$ cat src/lhp_pkg.sv
package lhp_pkg;
	localparam int MaxBuckets = 1024;
	localparam int IdxW = $clog2(MaxBuckets);
	localparam logic [31:0] MinReset = 32'd999999999;
	localparam logic [29:0] EdgeMax = 30'h3FFFFFFF;

	localparam logic [1:0] KIND_SAMPLE = 2'd0;
	localparam logic [1:0] KIND_QUERY = 2'd1;
	localparam logic [1:0] KIND_CLEAR = 2'd2;
	localparam logic [1:0] KIND_READ = 2'd3;

	localparam logic REG_NUM_BUCKETS = 1'b0;
	localparam logic REG_NS_PER_BUCKET = 1'b1;

	typedef struct packed {
		logic [1:0] kind;
		logic [31:0] sample_ns;
		logic [16:0] percentile_milli;
		logic [9:0] bucket_index;
	} lhp_in_t;

	typedef struct packed {
		logic [29:0] percentile_ns;
		logic percentile_found;
		logic [31:0] bucket_value;
		logic [31:0] sample_count;
		logic [63:0] sample_sum;
		logic [31:0] min_sample;
		logic [31:0] max_sample;
		logic [31:0] overflow_count;
	} lhp_out_t;

	typedef enum logic [3:0] {
		ST_INIT, ST_IDLE, ST_DIV, ST_SRD, ST_SWR, ST_WALK,
		ST_WALK2, ST_EMUL, ST_RRD, ST_DONE
	} lhp_state_t;
endpackage

$ cat src/lhp_divider.sv
// Restoring divider, one quotient bit per cycle.
module lhp_divider import lhp_pkg::*; (
	input logic clk,
	input logic arst_n,
	input logic go,
	input logic [47:0] dividend,
	input logic [31:0] divisor,
	output logic done,
	output logic [47:0] quotient
);
	logic [47:0] quot_q;
	logic [32:0] rem_q;
	logic [5:0] cnt_q;
	logic busy_q;
	logic [32:0] trial;

	assign trial = {rem_q[31:0], quot_q[47]};

	always_ff @(posedge clk or negedge arst_n) begin
		if (!arst_n) begin
			busy_q <= 1'b0;
			cnt_q <= '0;
			done <= 1'b0;
		end else begin
			done <= 1'b0;
			if (go) begin
				busy_q <= 1'b1;
				cnt_q <= 6'd47;
			end else if (busy_q) begin
				cnt_q <= cnt_q - 6'd1;
				if (cnt_q == 6'd0) begin
					busy_q <= 1'b0;
					done <= 1'b1;
				end
			end
		end
	end

	always_ff @(posedge clk) begin
		if (go) begin
			quot_q <= dividend;
			rem_q <= '0;
		end else if (busy_q) begin
			if (trial >= {1'b0, divisor}) begin
				rem_q <= trial - {1'b0, divisor};
				quot_q <= {quot_q[46:0], 1'b1};
			end else begin
				rem_q <= trial;
				quot_q <= {quot_q[46:0], 1'b0};
			end
		end
	end

	assign quotient = quot_q;
endmodule

$ cat config.mk
export PLATFORM = sky130hd
export DESIGN_NAME = lhp_divider
export DESIGN_NICKNAME = d
export VERILOG_FILES = /design/src/lhp_pkg.sv /design/src/lhp_divider.sv
export SDC_FILE = /design/constraint.sdc
export NUM_CORES = 1
export LEC_CHECK = 0
export ABC_AREA = 1
export ABC_CLOCK_PERIOD_IN_PS = 2500
export BUFFER_PORTS_ARGS = -buffer_cell sky130_fd_sc_hd__buf_2
export CAP_MARGIN = 25
export CORE_ASPECT_RATIO = 0.75
export CORE_UTILIZATION = 40
export DETAILED_ROUTE_END_ITERATION = 7
export PLACE_DENSITY = 0.65
export SETUP_SLACK_MARGIN = 0.02
export SYNTH_ARGS = -nofsm -noshare
export SYNTH_HDL_FRONTEND = slang
export SYNTH_SLANG_ARGS = --single-unit
$ cat constraint.sdc
create_clock -name clk -period 2.5 [get_ports clk]
set_clock_uncertainty 0.05 [all_clocks]
set_input_delay 0.5 -clock clk [delete_from_list [all_inputs] [get_ports clk]]
set_output_delay 0.5 -clock clk [all_outputs]
set_load 0.02 [all_outputs]
==> flow_summary.yaml, run 1 <==
die:
  initial_core_util_pct: 41.2
  dieArea_sq_um: 17100
  core_area_sq_um: 16100
  die_h_um: 113
  die_x_um: 150
  io_pins: 132
  fp-row-count: 40
flow_run:
  cap_violations: 0
final_layout:
  nets: 1316
  instances_no_fill: 1413
  fin_util_pct: 49.6
  drive_above_1_share_pct: 16.4
  final_cell_area_sq_um: 7980
  area_growth_syn_to_layout_pct: 20.6
  diodes: 0
grt:
  grt_first_pass_wirelength_um: 28900
  grt_usage_pct: 21.9
  grt_pass1_vias: 5747
  antenna_found_initial: 0
  gr-total-overflow: 0
  grt_max_degree: 50
setup_path:
  cp.required_ns: 2.53
  cp_common_cell: "nor2_1"
  rr_endpoint: "quotient[0]"
  critical-path-top-delay-family: "compound AO/OA/AOI/OAI gates"
  cp_max_fo: 13
  r2r_cells: 10
  cpPeakStageDelay_ns: 0.35
  r2r_slack_ns: 0.23
  start_kind: "register"
  path_buf_inv: 2
  path_class: "register to register"
  slowest_stage: "ha_1"
  worstPathCellList: "ha_1, nand2_2, inv_2, a21oi_1, nor2_1, nor2_1, nand2_1, a21oi_4, buf_4, a31oi_1"
  r2r-start: "rem_q[26]"
  arrival_ns: 2.30
  cp-end-kind: "register"
logic_synthesis:
  synth_top_cell_area_share_pct: 27.7
  synth_cells: 1053
  yosys-top-cells-area: "nand2_1, edfxtp_1, inv_1"
  synthAdderAreaFrac_pct: 6.73
  ys_async_sr_fraction_pct: 9.09
  synth_simple_gate_area_share_pct: 41.2
  yosys-mux-area-fraction_pct: 0
  syn_nets: 1171
  synth_top_family_by_area: "simple AND/OR/NAND/NOR gates"
  synth_xor_area_share_pct: 1.85
  ys_warn_count: 0
  avgSynthCellArea_sq_um: 6.28
  ys_types: 33
  yosysSeqAreaShare_pct: 34.5
  synth-edff-count: 48
  netlist_area_sq_um: 6610
  synthFlopType: "edfxtp_1"
  synth-compound-area-share_pct: 2.69
  synth-seq-cells: 88
  synth_top_area_cell: "nand2_1"
sta:
  period_share_pct: 90.8
  slew_violations: 0
  worstMarginPinSlew_ns: 0.526
  rsz0062_at_grt: "no"
  setup_viol: 0
  slew_headroom_pct: 64.9
  hold_viol: 0
  fin_crit_ns: 2.27
  fmax_ghz: 0.440
placement:
  placed_cell_area_sq_um: 7670
  gp_congestion: 0.962
  place_inst: 1396
  dpl.hpwl_um: 13800
  port_buffers: 131
drt:
  wirelength_um: 18100
  routedWlPerCell_um: 12.8
  drtAntennaViolNets: 0
  drtIter0Drc: 528
  via_per_inst: 4.63
  vias: 6537
  drtPass1Iterations: 7
  drc: 0
cts:
  h-tree-depth: 3
  clock_path_buffers: 2
  insertion_delay_ns: 0.35
  cts_tree: "yes"
  path_clk_slew_ns: 0.07
  cts_setup_buffers: 0
  clock-sinks: 88
  cts_buffers: 9
  cts_root_buf: "clkbuf_16"
outcome:
  status: "complete, no violations"
min_path:
  hp-start: "dividend[46]"
  hold-path-cell-count: 3
  hold_end: "quotient[46]"
  hp-class: "primary input to register"
pwr:
  ir_drop_mv: 0.512
  powerDensity_nw_per_um2: 998
  p_leak_nw: 4.63
## area by class of cell
class,count,area (sq um)
inverter,193,728
sequential,88,2280
timing repair buffer,161,933
multi-input combinational,745,3490
clock inverter,5,40.0
clock buffer,11,243
tap,210,263
fill,1700,8090
## cells in the final DEF (no fill, tap or decap), types with 2 or more instances in the layout
master | Yosys | final
nand2_1 | 488 | 487
inv_1 | 189 | 188
buf_2 | 8 | 131
nand3_1 | 83 | 82
nor2_1 | 53 | 51
edfxtp_1 | 48 | 48
ha_1 | 34 | 34
dfxtp_1 | 32 | 32
buf_4 | 0 | 25
a21oi_1 | 21 | 21
xnor2_1 | 13 | 13
nand3b_1 | 9 | 9
clkbuf_16 | 0 | 9
nor3_1 | 8 | 8
dfrtp_1 | 8 | 8
nand2_2 | 6 | 7
and2_1 | 6 | 6
nand4_1 | 5 | 5
nor2_2 | 3 | 5
clkinvlp_4 | 0 | 4
o21ai_0 | 4 | 4
buf_12 | 0 | 4
inv_2 | 3 | 3
a21o_1 | 2 | 2
nand3_2 | 1 | 2
nand2_4 | 2 | 2
inv_6 | 0 | 2
## Yosys cell counts, types with 6 or more instances
cell,n
buf_2,8
clkbuf_1,15
edfxtp_1,48
nand3_1,83
ha_1,34
nand2_1,488
a21oi_1,21
nor3_1,8
and2_1,6
inv_1,189
nand3b_1,9
dfxtp_1,32
nand2_2,6
xnor2_1,13
nor2_1,53
dfrtp_1,8
## worst max path at each step
stage                 start     endpoint  slack [ns]  cells after the start
2_1_floorplan            go  quotient[0]        0.16                      4
3_3_place_gp     divisor[0]    rem_q[28]       -0.07                     15
3_5_place_dp     divisor[0]    rem_q[28]       -0.06                     15
4_1_cts        quotient[47]    rem_q[28]        0.16                     15
5_1_grt        quotient[47]    rem_q[28]        0.04                     15
6_report          rem_q[26]  quotient[0]        0.23                     10
## power breakdown
group	internal (mW)	leakage (nW)	total, mW	switching (mW)
Clock	0.709	0.129	1.33	0.620
Combinational	1.74	3.63	4.52	2.78
Sequential	1.87	0.876	2.11	0.239
## stage by stage
step	hold slack, ns	setup TNS [ns]	worst slack [ns]	total power [mW]
4_1_cts	0.352	0	0.157	7.95
6_report	0.363	0	0.229	7.96
3_5_place_dp	0.310	-0.124	-0.0582	6.59
2_1_floorplan	0.154	0	0.159	5.32
5_1_grt	0.361	0	0.0366	8.69
3_3_place_gp	0.309	-0.156	-0.0666	6.55
## metal layers
layer / vias to the layer above / GRT usage (%) / routed length [um]
met5: - / 0 / 0
met4: 0 / 4.71 / 179
met3: 12 / 3.79 / 1170
met2: 165 / 30.0 / 7150
met1: 2882 / 34.8 / 9640
li1: 3478 / - / -
## worst register-to-register path, delay by kind of cell, from the launching register on
family / cells / cell delay (ns)
compound gates: 3 / 0.53
fa+ha+maj: 1 / 0.35
buf+inv: 2 / 0.28
flops: 1 / 0.33
simple gates: 4 / 0.46
## logic make-up (layout without fill, tap and decap cells)
logic type,after synthesis,count (layout)
AO/OA/AOI/OAI,31,31
AND/OR/NAND/NOR,665,665
adder cells (fa/ha/maj),35,35
XOR/XNOR,14,14
buffers and inverters,220,370
flip-flops,88,88
## state kept, by name (all words and copies together) (netlist names)
register,cells
busy_q,1
cnt_q,6
done,1
quotient,48
rem_q,32
## repair_timing
action | in CTS | in global routing
setup endpoints to repair | 0 | 4
resized for setup | 0 | 2
hold buffers | 1 | 0
endpoints found under the hold margin | 8 | 0
Note: power is estimated with default switching activity, not from simulation.
==> run 2: changes to the inputs <==
--- a/config.mk
+++ b/config.mk
@@ -7,3 +7,2 @@
 export LEC_CHECK = 0
-export ABC_AREA = 1
 export ABC_CLOCK_PERIOD_IN_PS = 2500
@@ -14,3 +13,3 @@
 export DETAILED_ROUTE_END_ITERATION = 7
-export PLACE_DENSITY = 0.65
+export PLACE_DENSITY = 0.66
 export SETUP_SLACK_MARGIN = 0.02
==> constraint.sdc (replaced) <==
create_clock -name clk -period 2.5 [get_ports clk]
set_clock_uncertainty 0.05 [all_clocks]
set_input_delay 0.125 -clock clk [delete_from_list [all_inputs] [get_ports clk]]
set_output_delay 0.125 -clock clk [all_outputs]
set_load 0.02 [all_outputs]
==> run 2 against run 1 <==
The flow now finishes with violations (negative setup slack). Via count fell by 19%. Combinational power up 14%. Sequential power barely moved. Sequential share of layout area down 0.38 points. Area after synthesis shrank 14%. Final area rose by 1.7%. Flip-flop and latch count did not move. Maximum frequency shrank 19%. Wire length fell by 12%. Non-clock buffer count up 79. Count of clock-buffer cells in the layout decreased by 1. Register-to-register slack got worse by 0.55 ns.
==> flow_summary.yaml, run 2 <==
outcome:
  status: "finished, violations left"
  violations: "negative setup slack"
drt:
  drtPass1Iterations: 4
  route.met3.wl_um: 767
  wl_met2_um: 7560
  via_per_inst: 5.33
  vias: 5301
  highest_layer: "met4"
  routedWlPerCell_um: 16.0
  drc: 0
  drtIter0Drc: 313
  wl_met1_um: 7300
  drtAntennaViolNets: 0
  wirelength_um: 15900
die:
  fp-row-count: 37
  core_area_sq_um: 13800
  die_x_um: 140
  dieArea_sq_um: 14700
  io_pins: 132
  initial_core_util_pct: 41.3
  die_h_um: 105
placement:
  post-place-ws_ns: -0.267
  port_buffers: 131
  place_inst: 959
  dpl.hpwl_um: 10800
  gp_congestion: 0.910
cts:
  clock-sinks: 88
  cts_buffers: 9
  cts_tree: "yes"
  insertion_delay_ns: 0.35
  cts_root_buf: "clkbuf_16"
  h-tree-depth: 3
  clock_path_buffers: 2
  path_clk_slew_ns: 0.08
setup_path:
  arrival_ns: 2.97
  cp.required_ns: 2.65
  critical-path-top-delay-family: "compound AO/OA/AOI/OAI gates"
  path_buf_inv: 2
  cp_common_cell: "a21o_1"
  path_class: "register to register"
  slowest_stage: "a2111oi_4"
  cp-end-kind: "register"
  start_kind: "register"
  cpPeakStageDelay_ns: 0.41
  cp_max_fo: 8
  worstPathCellList: "ha_4, a21o_1, a21o_1, a21o_1, a21o_1, a2111oi_4, a21oi_4, a31oi_4, buf_12, clkbuf_16, mux2i_1, a211oi_1"
sta:
  worstMarginPinSlew_ns: 0.753
  slew_headroom_pct: 49.4
  fmax_ghz: 0.355
  fin_ws_ns: -0.320
  hold_viol: 0
  setup_viol: 33
  rsz0062_at_grt: "yes"
  period_share_pct: 113
  fin_crit_ns: 2.82
  slew_violations: 0
grt:
  grt_pass1_vias: 5268
  grt_usage_pct: 21.3
  grt_max_degree: 86
  antenna_found_initial: 0
  grt_first_pass_wirelength_um: 25400
  gr-total-overflow: 0
final_layout:
  largest_register_ffs: 48
  area_growth_syn_to_layout_pct: 42.5
  multi_input_area_sq_um: 3500
  regArea_sq_um: 2290
  layout_common_cells: "buf_2, buf_4, nor2_1, edfxtp_1, mux2_2"
  instances_no_fill: 995
  nets: 933
  drive_above_1_share_pct: 46.7
  final_common_cell: "buf_2"
  fin_util_pct: 58.8
  fill_cells: 1171
  diodes: 0
logic_synthesis:
  synth-seq-cells: 88
  synth_top_area_cell: "edfxtp_1"
  syn_nets: 720
  synthFlopType: "edfxtp_1"
  ys_warn_count: 0
  synth_commonest_cells: "nor2_1, a21oi_1, edfxtp_1, mux2_2, inv_1"
  ys_types: 53
  synth_cells: 602
  yosysSeqAreaShare_pct: 40.1
  netlist_area_sq_um: 5690
  synth-edff-count: 48
  ys_async_sr_fraction_pct: 9.09
  avgSynthCellArea_sq_um: 9.45
  yosys-top-cells-area: "edfxtp_1, dfxtp_1, mux2_2"
  synth_top_cell_area_share_pct: 25.3
  yosysMostFrequentCell: "nor2_1"
min_path:
  hp-class: "primary input to register"
flow_run:
  cap_violations: 0
pwr:
  p_leak_nw: 3.73
  powerDensity_nw_per_um2: 1050
  ir_drop_mv: 0.454
run 2: metal layers:
layer / vias up / global-route usage (%)
met4: 0 / 5.57
met5: - / 0
li1: 2605 / -
met2: 150 / 36.0
met3: 26 / 3.13
met1: 2520 / 28.4
run 2: logic make-up (layout without fill, tap and decap cells):
logic type | Yosys count | after routing | synth area share (%)
adders and majority gates | 35 | 35 | 7.83
xor gates and xnor gates | 31 | 31 | 4.77
and+or+nand+nor | 155 | 155 | 12.3
buffers and inverters | 79 | 297 | 5.61
DFF | 88 | 88 | 40.1
muxes | 52 | 52 | 10.2
AOI/OAI and AO/OA | 162 | 162 | 19.2
run 2: area by class of cell:
type	count	share of cell area (%)
Timing Repair Buffer	240	20.5
Inverter	41	1.90
Multi-Input combinational cell	435	43.2
Clock inverter	6	0.632
Clock buffer	10	2.82
Sequential cell	88	28.2
Tap cell	175	2.70
run 2: repair_timing:
action	CTS	global route
hold endpoints to repair	8	0
setup endpoints to repair	33	33
hold buffers	1	0
buffers inserted	11	3
cloned	3	3
gates resized for setup	26	41
pin swaps	13	18
run 2: power by group:
part	switching [mW]	leakage [nW]	internal (mW)
logic	2.51	2.74	2.64
clock network	0.620	0.127	0.688
registers	0.227	0.857	1.85
total	3.36	3.73	5.19
run 2: worst register-to-register path: cells and delay by family, from the launching register on:
kind	cells	cell delay, ns
buffers and inverters	2	0.34
DFF	1	0.34
adders and majority gates	1	0.24
AOI/OAI and AO/OA	8	1.53
muxes	1	0.20
run 2: stage by stage:
| step | cell area [sq um] | setup TNS [ns] | power (mW) | hold slack [ns] |
|---|---|---|---|---|
| 6_report | 8110 | -8.73 | 8.55 | 0.0302 |
| 5_1_grt | 8110 | -12.05 | 9.05 | 0.0269 |
| 4_1_cts | 7850 | -5.63 | 7.93 | 0.0245 |
| 3_5_place_dp | 7240 | -6.15 | 6.02 | -0.0776 |
| 3_3_place_gp | 7240 | -4.51 | 5.93 | -0.0797 |
| 2_1_floorplan | 5860 | -3.44 | 4.73 | -0.221 |
run 2: final timing paths:
path | from | end | slack (ns) | cells after the start
max reg2reg | rem_q[17] | rem_q[26] | -0.32 | 12
min | dividend[18] | quotient[18] | 0.03 | 2
max | rem_q[17] | rem_q[26] | -0.32 | 12
max in group asynchronous | arst_n | busy_q | 2.14 | 2
min reg2reg | rem_q[31] | rem_q[31] | 0.46 | 2
min in group asynchronous | arst_n | busy_q | 0.09 | 2
